## config.mk

```make
export PLATFORM = sky130hd
export DESIGN_NAME = nec_ir_frame_decoder
export DESIGN_NICKNAME = d
export VERILOG_FILES = /design/src/hw/rtl/necir_pkg.sv /design/src/hw/rtl/necir_cq.sv /design/src/hw/rtl/necir_front.sv /design/src/hw/rtl/necir_back.sv /design/src/hw/rtl/nec_ir_frame_decoder.sv
export SDC_FILE = /design/constraint.sdc
export NUM_CORES = 1
export LEC_CHECK = 0
export BUFFER_PORTS_ARGS = -buffer_cell sky130_fd_sc_hd__buf_2
export CAP_MARGIN = 0
export CORE_MARGIN = 10
export CORE_UTILIZATION = 50
export DETAILED_ROUTE_END_ITERATION = 6
export PLACE_DENSITY = 0.67
export SLEW_MARGIN = 10
export SYNTH_ARGS = -nofsm -noshare
export SYNTH_HDL_FRONTEND = slang
export SYNTH_SLANG_ARGS = --single-unit
```

## constraint.sdc

```tcl
create_clock -name clk -period 6 [get_ports clk]
set_input_delay 0.6 -clock clk [delete_from_list [all_inputs] [get_ports clk]]
set_output_delay 0.6 -clock clk [all_outputs]
set_load 0.005 [all_outputs]
```

## src/hw/rtl/necir_pkg.sv

```systemverilog
// ----------------------------------------------------------------------------
// necir_pkg
// types, constants and the interval window compare of the nec ir decoder
// ----------------------------------------------------------------------------
`default_nettype none

package necir_pkg;

  localparam int unsigned CNT_W      = 16;
  localparam int unsigned CFG_IDX_W  = 3;
  localparam int unsigned BYTE_W     = 8;
  localparam int unsigned FRAME_BITS = 32;
  localparam int unsigned BIT_IDX_W  = $clog2(FRAME_BITS);

  localparam int unsigned CQ_DEPTH = 4;
  localparam int unsigned CQ_AW    = $clog2(CQ_DEPTH);
  localparam int unsigned CQ_CNT_W = $clog2(CQ_DEPTH + 1);

  localparam int unsigned RB_DEPTH = 2;
  localparam int unsigned RB_AW    = $clog2(RB_DEPTH);
  localparam int unsigned RB_CNT_W = $clog2(RB_DEPTH + 1);

  localparam logic [CNT_W-1:0] LEADER_RST    = 16'd13500;
  localparam logic [CNT_W-1:0] REPEAT_RST    = 16'd11250;
  localparam logic [CNT_W-1:0] ZERO_RST      = 16'd1120;
  localparam logic [CNT_W-1:0] ONE_RST       = 16'd2250;
  localparam logic [CNT_W-1:0] TOLERANCE_RST = 16'd500;

  typedef enum logic [CFG_IDX_W-1:0] {
    REG_LEADER    = 3'd0,
    REG_REPEAT    = 3'd1,
    REG_ZERO      = 3'd2,
    REG_ONE       = 3'd3,
    REG_TOLERANCE = 3'd4
  } cfg_reg_t;

  typedef enum logic [1:0] {
    PH_IDLE   = 2'd0,
    PH_LEADER = 2'd1,
    PH_DATA   = 2'd2
  } phase_t;

  // window hits of one edge interval
  typedef struct packed {
    logic leader_hit;
    logic repeat_hit;
    logic zero_hit;
    logic one_hit;
  } edge_class_t;

  typedef struct packed {
    logic              is_repeat;
    logic [BYTE_W-1:0] address;
    logic [BYTE_W-1:0] command;
  } result_t;

  // open window nominal - tol < t < nominal + tol, without wrap
  function automatic logic in_window(input logic [CNT_W-1:0] t,
                                     input logic [CNT_W-1:0] nominal,
                                     input logic [CNT_W-1:0] tol);
    logic [CNT_W:0] t_sum;
    logic [CNT_W:0] n_sum;
    t_sum = {1'b0, t} + {1'b0, tol};
    n_sum = {1'b0, nominal} + {1'b0, tol};
    return (t_sum > {1'b0, nominal}) && ({1'b0, t} < n_sum);
  endfunction

endpackage

`default_nettype wire

```

## src/hw/rtl/necir_cq.sv

```systemverilog
// ----------------------------------------------------------------------------
// necir_cq
// short queue of classified edges between the front and back parts
// ----------------------------------------------------------------------------
`default_nettype none

module necir_cq
  import necir_pkg::*;
(
  input  wire logic        clk,
  input  wire logic        rst,
  input  wire logic        wr_en,
  input  wire edge_class_t wr_data,
  output logic             full,
  input  wire logic        rd_en,
  output edge_class_t      rd_data,
  output logic             empty
);

  edge_class_t         mem [CQ_DEPTH];
  logic [CQ_AW-1:0]    wr_ptr;
  logic [CQ_AW-1:0]    rd_ptr;
  logic [CQ_CNT_W-1:0] count;
  logic                do_wr;
  logic                do_rd;

  assign full    = (count == CQ_CNT_W'(CQ_DEPTH));
  assign empty   = (count == '0);
  assign do_wr   = wr_en && !full;
  assign do_rd   = rd_en && !empty;
  assign rd_data = mem[rd_ptr];

  always_ff @(posedge clk) begin
    if (do_wr) begin
      mem[wr_ptr] <= wr_data;
    end
  end

  always_ff @(posedge clk) begin
    if (rst) begin
      wr_ptr <= '0;
      rd_ptr <= '0;
      count  <= '0;
    end else begin
      if (do_wr) begin
        wr_ptr <= wr_ptr + CQ_AW'(1);
      end
      if (do_rd) begin
        rd_ptr <= rd_ptr + CQ_AW'(1);
      end
      if (do_wr && !do_rd) begin
        count <= count + CQ_CNT_W'(1);
      end else if (do_rd && !do_wr) begin
        count <= count - CQ_CNT_W'(1);
      end
    end
  end

endmodule

`default_nettype wire

```

## src/hw/rtl/necir_front.sv

```systemverilog
// ----------------------------------------------------------------------------
// necir_front
// timing registers and window classification of each edge interval
// ----------------------------------------------------------------------------
`default_nettype none

module necir_front
  import necir_pkg::*;
(
  input  wire logic                 clk,
  input  wire logic                 rst,
  input  wire logic                 cfg_valid,
  output logic                      cfg_ready,
  input  wire logic [CFG_IDX_W-1:0] cfg_index,
  input  wire logic [CNT_W-1:0]     cfg_data,
  input  wire logic [CNT_W-1:0]     elapsed_count,
  output edge_class_t               edge_class
);

  logic [CNT_W-1:0] leader_nominal;
  logic [CNT_W-1:0] repeat_nominal;
  logic [CNT_W-1:0] zero_nominal;
  logic [CNT_W-1:0] one_nominal;
  logic [CNT_W-1:0] tolerance;
  cfg_reg_t         cfg_sel;

  assign cfg_ready = 1'b1;
  assign cfg_sel   = cfg_reg_t'(cfg_index);

  always_ff @(posedge clk) begin
    if (rst) begin
      leader_nominal <= LEADER_RST;
      repeat_nominal <= REPEAT_RST;
      zero_nominal   <= ZERO_RST;
      one_nominal    <= ONE_RST;
      tolerance      <= TOLERANCE_RST;
    end else if (cfg_valid) begin
      // writes to unknown indexes are dropped
      unique case (cfg_sel)
        REG_LEADER:    leader_nominal <= cfg_data;
        REG_REPEAT:    repeat_nominal <= cfg_data;
        REG_ZERO:      zero_nominal   <= cfg_data;
        REG_ONE:       one_nominal    <= cfg_data;
        REG_TOLERANCE: tolerance      <= cfg_data;
        default: ;
      endcase
    end
  end

  always_comb begin
    edge_class.leader_hit = in_window(elapsed_count, leader_nominal, tolerance);
    edge_class.repeat_hit = in_window(elapsed_count, repeat_nominal, tolerance);
    edge_class.zero_hit   = in_window(elapsed_count, zero_nominal, tolerance);
    edge_class.one_hit    = in_window(elapsed_count, one_nominal, tolerance);
  end

endmodule

`default_nettype wire

```

## src/hw/rtl/necir_back.sv

```systemverilog
// ----------------------------------------------------------------------------
// necir_back
// frame state machine, bit assembly, frame check and result buffer
// ----------------------------------------------------------------------------
`default_nettype none

module necir_back
  import necir_pkg::*;
(
  input  wire logic              clk,
  input  wire logic              rst,
  input  wire logic              cq_empty,
  input  wire edge_class_t       cq_data,
  output logic                   cq_pop,
  output logic                   empty,
  input  wire logic              pop,
  output logic                   is_repeat,
  output logic [BYTE_W-1:0]      address,
  output logic [BYTE_W-1:0]      command
);

  phase_t                 phase;
  phase_t                 phase_next;
  logic [BIT_IDX_W-1:0]   bit_index;
  logic [BIT_IDX_W-1:0]   bit_index_next;
  logic [FRAME_BITS-1:0]  shift_word;
  logic [FRAME_BITS-1:0]  shift_word_next;
  logic [BYTE_W-1:0]      last_address;
  logic [BYTE_W-1:0]      last_command;

  logic                   step;
  logic                   bit_hit;
  logic                   last_bit;
  logic                   frame_ok;
  logic [FRAME_BITS-1:0]  word_set;
  logic                   emit;
  logic                   save_frame;
  result_t                res;

  result_t                rb [RB_DEPTH];
  logic [RB_AW-1:0]       rb_wr;
  logic [RB_AW-1:0]       rb_rd;
  logic [RB_CNT_W-1:0]    rb_cnt;
  logic                   rb_pop;
  logic                   rb_room;
  result_t                rb_head;

  assign empty   = (rb_cnt == '0);
  assign rb_pop  = pop && !empty;
  // a slot frees up in the same cycle when the head is taken
  assign rb_room = (rb_cnt != RB_CNT_W'(RB_DEPTH)) || rb_pop;
  assign step    = !cq_empty && rb_room;
  assign cq_pop  = step;

  assign bit_hit  = cq_data.zero_hit || cq_data.one_hit;
  assign last_bit = (bit_index == BIT_IDX_W'(FRAME_BITS - 1));

  always_comb begin
    word_set            = shift_word;
    // zero wins when both windows hit
    word_set[bit_index] = !cq_data.zero_hit;
  end

  assign frame_ok = (word_set[7:0] == ~word_set[15:8]) &&
                    (word_set[23:16] == ~word_set[31:24]);

  // next phase
  always_comb begin
    phase_next = phase;
    if (step) begin
      unique case (phase)
        PH_LEADER: begin
          priority if (cq_data.leader_hit) begin
            phase_next = PH_DATA;
          end else if (cq_data.repeat_hit) begin
            phase_next = PH_IDLE;
          end else begin
            phase_next = PH_LEADER;
          end
        end
        PH_DATA: begin
          priority if (!bit_hit) begin
            phase_next = PH_LEADER;
          end else if (last_bit) begin
            phase_next = PH_IDLE;
          end else begin
            phase_next = PH_DATA;
          end
        end
        default: phase_next = PH_LEADER;
      endcase
    end
  end

  // datapath updates and result
  always_comb begin
    bit_index_next  = bit_index;
    shift_word_next = shift_word;
    emit            = 1'b0;
    save_frame      = 1'b0;
    res.is_repeat   = 1'b0;
    res.address     = word_set[7:0];
    res.command     = word_set[23:16];
    if (step) begin
      unique case (phase)
        PH_LEADER: begin
          priority if (cq_data.leader_hit) begin
            bit_index_next = '0;
          end else if (cq_data.repeat_hit) begin
            emit          = 1'b1;
            res.is_repeat = 1'b1;
            res.address   = last_address;
            res.command   = last_command;
          end else begin
            // bad interval, keep waiting for a leader
            bit_index_next = bit_index;
          end
        end
        PH_DATA: begin
          if (bit_hit) begin
            shift_word_next = word_set;
            if (last_bit) begin
              bit_index_next = '0;
              emit           = frame_ok;
              save_frame     = frame_ok;
            end else begin
              bit_index_next = bit_index + BIT_IDX_W'(1);
            end
          end else begin
            // stored bits stay, only the index restarts
            bit_index_next = '0;
          end
        end
        default: ;
      endcase
    end
  end

  always_ff @(posedge clk) begin
    if (rst) begin
      phase        <= PH_IDLE;
      bit_index    <= '0;
      shift_word   <= '0;
      last_address <= '0;
      last_command <= '0;
    end else begin
      phase      <= phase_next;
      bit_index  <= bit_index_next;
      shift_word <= shift_word_next;
      if (save_frame) begin
        last_address <= res.address;
        last_command <= res.command;
      end
    end
  end

  always_ff @(posedge clk) begin
    if (emit) begin
      rb[rb_wr] <= res;
    end
  end

  always_ff @(posedge clk) begin
    if (rst) begin
      rb_wr  <= '0;
      rb_rd  <= '0;
      rb_cnt <= '0;
    end else begin
      if (emit) begin
        rb_wr <= rb_wr + RB_AW'(1);
      end
      if (rb_pop) begin
        rb_rd <= rb_rd + RB_AW'(1);
      end
      if (emit && !rb_pop) begin
        rb_cnt <= rb_cnt + RB_CNT_W'(1);
      end else if (rb_pop && !emit) begin
        rb_cnt <= rb_cnt - RB_CNT_W'(1);
      end
    end
  end

  assign rb_head   = rb[rb_rd];
  assign is_repeat = rb_head.is_repeat;
  assign address   = rb_head.address;
  assign command   = rb_head.command;

endmodule

`default_nettype wire

```

## src/hw/rtl/nec_ir_frame_decoder.sv

```systemverilog
// ----------------------------------------------------------------------------
// nec_ir_frame_decoder
// nec infrared frame decoder, one input item per falling edge of the ir line
// ----------------------------------------------------------------------------
// input: push an edge with elapsed_count (timer counts since the previous
//   edge) whenever full is low; a transfer happens when push is high and full
//   is low. one edge can be taken every cycle.
// output: while empty is low the oldest result (is_repeat, address, command)
//   is on the ports; pop takes it. a full frame with good check bytes gives a
//   frame result, a repeat interval gives the last frame's address and command.
// datapath: the front classifies an edge against the four timing windows in
//   its transfer cycle and writes it into a four-entry queue; the back state
//   machine consumes one queued edge per cycle while the result buffer has room,
//   and each result is registered in that buffer before it shows on the ports.
//   sustained rate is one edge per cycle, set by the state machine step.
// stall: when pop stays low the two-entry result buffer fills, the back stops
//   taking edges, the queue fills and full rises; nothing is dropped.
// config: cfg_valid / cfg_ready (always ready) writes the timing registers,
//   meant only while the decoder is quiet.
// reset: rst (synchronous) loads the default timings, clears the queues and
//   puts the decoder in idle with a last frame of address 0, command 0.
// ----------------------------------------------------------------------------
`default_nettype none

module nec_ir_frame_decoder
  import necir_pkg::*;
(
  input  wire logic                 clk,
  input  wire logic                 rst,
  input  wire logic                 push,
  output logic                      full,
  input  wire logic [CNT_W-1:0]     elapsed_count,
  output logic                      empty,
  input  wire logic                 pop,
  output logic                      is_repeat,
  output logic [BYTE_W-1:0]         address,
  output logic [BYTE_W-1:0]         command,
  input  wire logic                 cfg_valid,
  output logic                      cfg_ready,
  input  wire logic [CFG_IDX_W-1:0] cfg_index,
  input  wire logic [CNT_W-1:0]     cfg_data
);

  edge_class_t edge_class;
  edge_class_t cq_data;
  logic        cq_empty;
  logic        cq_pop;

  necir_front u_front (
    .clk           (clk),
    .rst           (rst),
    .cfg_valid     (cfg_valid),
    .cfg_ready     (cfg_ready),
    .cfg_index     (cfg_index),
    .cfg_data      (cfg_data),
    .elapsed_count (elapsed_count),
    .edge_class    (edge_class)
  );

  necir_cq u_cq (
    .clk     (clk),
    .rst     (rst),
    .wr_en   (push),
    .wr_data (edge_class),
    .full    (full),
    .rd_en   (cq_pop),
    .rd_data (cq_data),
    .empty   (cq_empty)
  );

  necir_back u_back (
    .clk       (clk),
    .rst       (rst),
    .cq_empty  (cq_empty),
    .cq_data   (cq_data),
    .cq_pop    (cq_pop),
    .empty     (empty),
    .pop       (pop),
    .is_repeat (is_repeat),
    .address   (address),
    .command   (command)
  );

endmodule

`default_nettype wire

```

Word level (Yosys, flattened, before mapping)
Memories as Yosys holds them, arrays and structs flattened. A register that Yosys moved wholly into a read port is not among the register bits.
Cells that the tools add are included.
{ "word_totals": {"register_bits": 146, "ram_bits": 50, "inputBits": 40, "wordCells": 129, "mem_count": 2} }
{ "memory_table": {"columns": ["memory", "words", "width", "read_ports", "rd_clocked_by_memory_dff", "write_ports", "line_no", "text"], "rows": [
  ["u_back.rb", 2, 17, 1, 1, 1, "necir_back.sv:40", "result_t rb [RB_DEPTH];"],
  ["u_cq.mem", 4, 4, 1, 1, 1, "necir_cq.sv:20", "edge_class_t mem [CQ_DEPTH];"]
]} }
{ "classes": {"add_sub_neg": 14, "order_cmp": 10, "eq_ne": 12, "muxes": 36, "bitwise": 2, "n_reduce_logical": 37} }
{ "ops": {"columns": ["cell", "n"], "rows": [
  ["16-bit by 16-bit adder with 17-bit output", 5],
  ["17-bit by 16-bit greater-than comparator with 1-bit output", 4],
  ["16-bit by 17-bit less-than comparator with 1-bit output", 4],
  ["17-bit 2-to-1 mux", 4],
  ["32-bit bitwise mux", 1],
  ["8-bit == test", 2],
  ["8-bit NOT", 2],
  ["1-bit 2-to-1 mux", 15],
  ["5-bit 2-to-1 mux", 3],
  ["1-bit logical AND", 14],
  ["2-bit 2-to-1 mux", 7],
  ["5-bit case mux with 2 select lines", 1],
  ["2-bit AND reduction", 5],
  ["1-bit zero test", 8],
  ["2-bit by 1-bit adder with 2-bit output, second input constant", 3],
  ["3-bit by 2-bit == test with 1-bit output, second input constant", 2],
  ["3-bit == test, second input constant", 2],
  ["3-bit zero test", 2],
  ["5-bit by 6-bit less-than comparator with 1-bit output, second input constant", 1],
  ["3-bit 2-to-1 mux", 2],
  ["3-bit AND reduction", 2],
  ["2-bit nonzero test", 3],
  ["5-bit by 1-bit adder with 5-bit output, second input constant", 1],
  ["1-bit demux with 5-bit select", 1],
  ["other kinds (14)", 17]
]} }

Depth between registers and ports, before layout
{ "logic_depth": {"ltp_word": 16, "ltp_mapped": 17, "mapped_depth_nobuf": 17} }

Cells and area by module
Synthesis repeated with hierarchy kept, for this count alone.
{ "hier_totals": {"hier_cells": 1831, "hier_area_um2": 15600.0} }
{ "modules_own_cells": {"columns": ["module", "n_inst", "cells_each", "area_each_um2", "seq_area_each_um2"], "rows": [
  ["necir_front", 1, 1159, 9057.4, 1601.5],
  ["necir_back", 1, 604, 5495.3, 2222.1],
  ["necir_cq", 1, 68, 1047.3, 660.6]
]} }

Worst setup path after synthesis
OpenSTA, ideal clock, no wires.
{ "synth_path": {"path_kind": "register to register", "from": "register (tool-made name)", "to": "memory u_back.rb[0][0] (netlist name), enable pin", "setup_time_ns": 0.393, "arrival_ns": 3.596, "t_required_ns": 5.607, "setup_slack_ns": 2.012, "stages_incl_launch_ff": 12, "n_path_buf": 3, "synth_period_minus_slack_ns": 3.988, "cell_sequence": "dfxtp_1 -> buf_6 -> mux4_2 -> buf_6 -> xor2_1 -> a22oi_1 -> nor2b_1 -> or4_1 -> or4_1 -> buf_6 -> a21oi_2 -> nor2b_1"} }
{ "synth_lines": {"columns": ["item", "line_no"], "rows": [
  ["end, declared", "necir_back.sv:40"]
]} }

==> results_dict.tcl <==
set metrics [dict create \
    status "complete, no violations" \
    grt.overflow.total 0 \
    synthesis.nets 2063 \
    finalSetupViolations 0 \
    crit_type "reg -> reg" \
    die_x_microns 194 \
    crit_path_start_kind "flip-flop" \
    hold_end "u_front.zero_nominal[1]" \
    floorplan.initialDensity 0.511 \
    drt_iter0_drc 1159 \
    required_ns 6.22 \
    row_count 63 \
    post_drt_via_cell_ratio 6.02 \
    grt_max_degree 86 \
    worst_pin_slew_ns 1.26 \
    wirelength_microns 47300 \
    yosys.area.top_type_share 0.196 \
    seqPwrFrac 0.395 \
    async_flop_share 0 \
    numPortBuffers 58 \
    mostFrequentLayoutCell "ha_1" \
    tritoncts "yes" \
    ys_seq_area_frac 0.295 \
    gp_congestion 0.965 \
    fp.coreArea_sq_um 29800 \
    rr_worst_depth 14 \
    synth_edf_count 50 \
    slew_headroom 0.155 \
    yosysTopAreaCell "dfxtp_1" \
    clk_latency_ns 0.48 \
    ys.flop_type "dfxtp_1" \
    cts-resized-gates 0 \
    synthTopCellsByArea "dfxtp_1 20%, ha_1 18%, edfxtp_1 9.9%" \
    cts-root-buf "clkbuf_16" \
    area_growth_syn_to_layout_pct 7.79 \
    vdd_ir_drop_max_mv 0.224 \
    boundaryPins 60 \
    post-route-period-util 0.824 \
    cts_buffer_depth 2 \
    clkPwrFrac 0.316 \
    max_clock_freq_ghz 0.202 \
    vias 13353 \
    nets 2078 \
    clk_pin_slew_ns 0.08 \
    grt_pass1_vias 12558 \
    syn_avg_cell_area_sq_um 8.45 \
    fin_setup_tns_ns 0 \
    die_y_microns 194 \
    internal-power_mw 2.52 \
    crit_path_start "u_front.tolerance[1]" \
    instances_no_fill 2219 \
    syn_inst 1800 \
    grt_usage 0.244 \
    rsz0062_at_grt "false" \
    hold_path.class "in -> reg" \
    p_leak_nw 7.09 \
    holdBufCountCts 0 \
    worstHoldStart "cfg_data[1]" \
    antenna_found_initial 2 \
    synth_seq_cells 199 \
    min_period_ns 4.95 \
    final_cell_mix "217 x ha_1, 198 x nand2_1, 171 x a21oi_1" \
    holdPathStages 3 \
    regToRegEndpoint "u_cq.mem[2][1]" \
    grt_pass1_wl_microns 73300 \
    dp_cells 2186 \
    reg2reg_slack_ns 1.05 \
    slew_viol_final 0 \
    clock_sinks 199 \
    synth.distinct_cells 72 \
    post_cts_buffers 0 \
    cap_violations 0 \
    h-tree-depth 4 \
    power_switching_share 0.355 \
    cp_max_fo 11 \
    power_mw 3.91 \
    clock_skew_ns 0.0284 \
    numCtsBuffers 17 \
    finalHoldViolCount 0 \
    dp_hpwl_microns 35800 \
    ys.warnings.count 0 \
    reg2reg_from "u_front.tolerance[1]" \
    netlist_area_sq_um 15200 \
    p_per_area_nw_per_um2 238 \
    cp.arrival_ns 5.17 \
    final_layout_size_suffix_gt1_frac 0.0793 \
    drc 0 \
    dieArea_sq_um 37800 \
    p_switching_mw 1.39 \
    comb_power_share 0.290 \
    first_pass_iters 6 \
    end_kind "flip-flop" \
    routedWlPerCell_microns 21.3 \
    ant_nets 0 \
]
[cell usage after synthesis (12+ instances only)]
master    instances
mux2_2           20
nor3_1           31
xor2_1           50
a21o_1           41
nand3_1          46
nand4_1          19
nand3b_1         25
clkbuf_1         61
ha_1            217
and2_1           14
inv_1           105
o21ai_0          81
nand2_1         198
edfxtp_1         50
xnor2_1          44
nand2b_1         17
mux2i_1          38
dfxtp_1         149
nor2b_1          29
a211o_1          15
a21oi_1         171
nor2_1          157
a311oi_1         14
a211oi_1         17
o21a_1           13
and3_1           12
[critical path, cell delays in order (launching register included)]
cell and delay [ns]:
dfxtp_1 0.52, fa_1 0.55, a21oi_1 0.16, o21bai_1 0.13, a2111oi_0 0.73, o31ai_1 0.27
o41a_1 0.45, xnor2_1 0.23, ha_1 0.28, and4_1 0.24, o21ai_0 0.09, a21o_1 0.17
a21oi_1 0.08, o31ai_1 0.35, a2bb2oi_1 0.45
[how the worst max path moves through the flow]
| stage | endpoint |
|---|---|
| after floorplan | u_back.rb[0][0] |
| after global placement | u_cq.mem[1][1] |
| after detailed placement | u_cq.mem[1][1] |
| after CTS | u_cq.mem[2][1] |
| after global routing | u_cq.mem[3][3] |
| final | u_cq.mem[2][1] |
[metrics by stage]
stage,hold WS [ns],util,setup WS [ns],area [sq um]
2_1_floorplan,0.449,-,2.01,15200
3_3_place_gp,0.462,0.529,1.25,15800
3_5_place_dp,0.469,0.529,1.24,15800
4_1_cts,0.392,0.550,1.15,16400
5_1_grt,0.394,0.550,0.712,16400
6_report,0.409,0.550,1.05,16400
[cell type report]
type	instances	area [sq um]
clock inverters	13	164
diodes	1	2.50
flip-flops and latches	199	4480
clock buffers	19	464
fillers	2744	13400
multi-input cells	1421	10000
well taps	390	488
inverters	105	394
repair buffers	71	390
[metal layers]
metal / global-route usage / share of wire / vias up
met3: 0.0520 / 0.071 / 54
met1: 0.347 / 0.49 / 6345
met5: 0.0172 / 0.0017 / -
met2: 0.361 / 0.42 / 449
met4: 0.0619 / 0.018 / 2
li1: - / - / 6503
[registers in the layout, indices dropped and copies added, names as in the netlist, 3 cells and up, named ones only]
| name | count |
|---|---|
| u_back.bit_index | 5 |
| u_back.last_address | 8 |
| u_back.last_command | 8 |
| u_back.rb | 34 |
| u_back.shift_word | 32 |
| u_cq.count | 3 |
| u_cq.mem | 16 |
| u_front.leader_nominal | 16 |
| u_front.one_nominal | 16 |
| u_front.repeat_nominal | 16 |
| u_front.tolerance | 16 |
| u_front.zero_nominal | 16 |
[logic make-up after synthesis]
family | synth area share
AND/OR/NAND/NOR | 0.185
AO/OA/AOI/OAI | 0.184
adder cells (fa/ha/maj) | 0.186
flip-flops | 0.295
buffers and inverters | 0.0472
XOR/XNOR | 0.0541
multiplexers | 0.0487
other | 0.000247
[power groups by stage]
stage	Sequential, mW	Clock (mW)	Combinational [mW]
2_1_floorplan	1.52	0	0.822
3_3_place_gp	1.57	0	1.10
3_5_place_dp	1.57	0	1.11
4_1_cts	1.54	1.25	1.12
5_1_grt	1.55	1.30	1.26
6_report	1.54	1.23	1.13
Note: power is estimated with default switching activity, not from simulation.
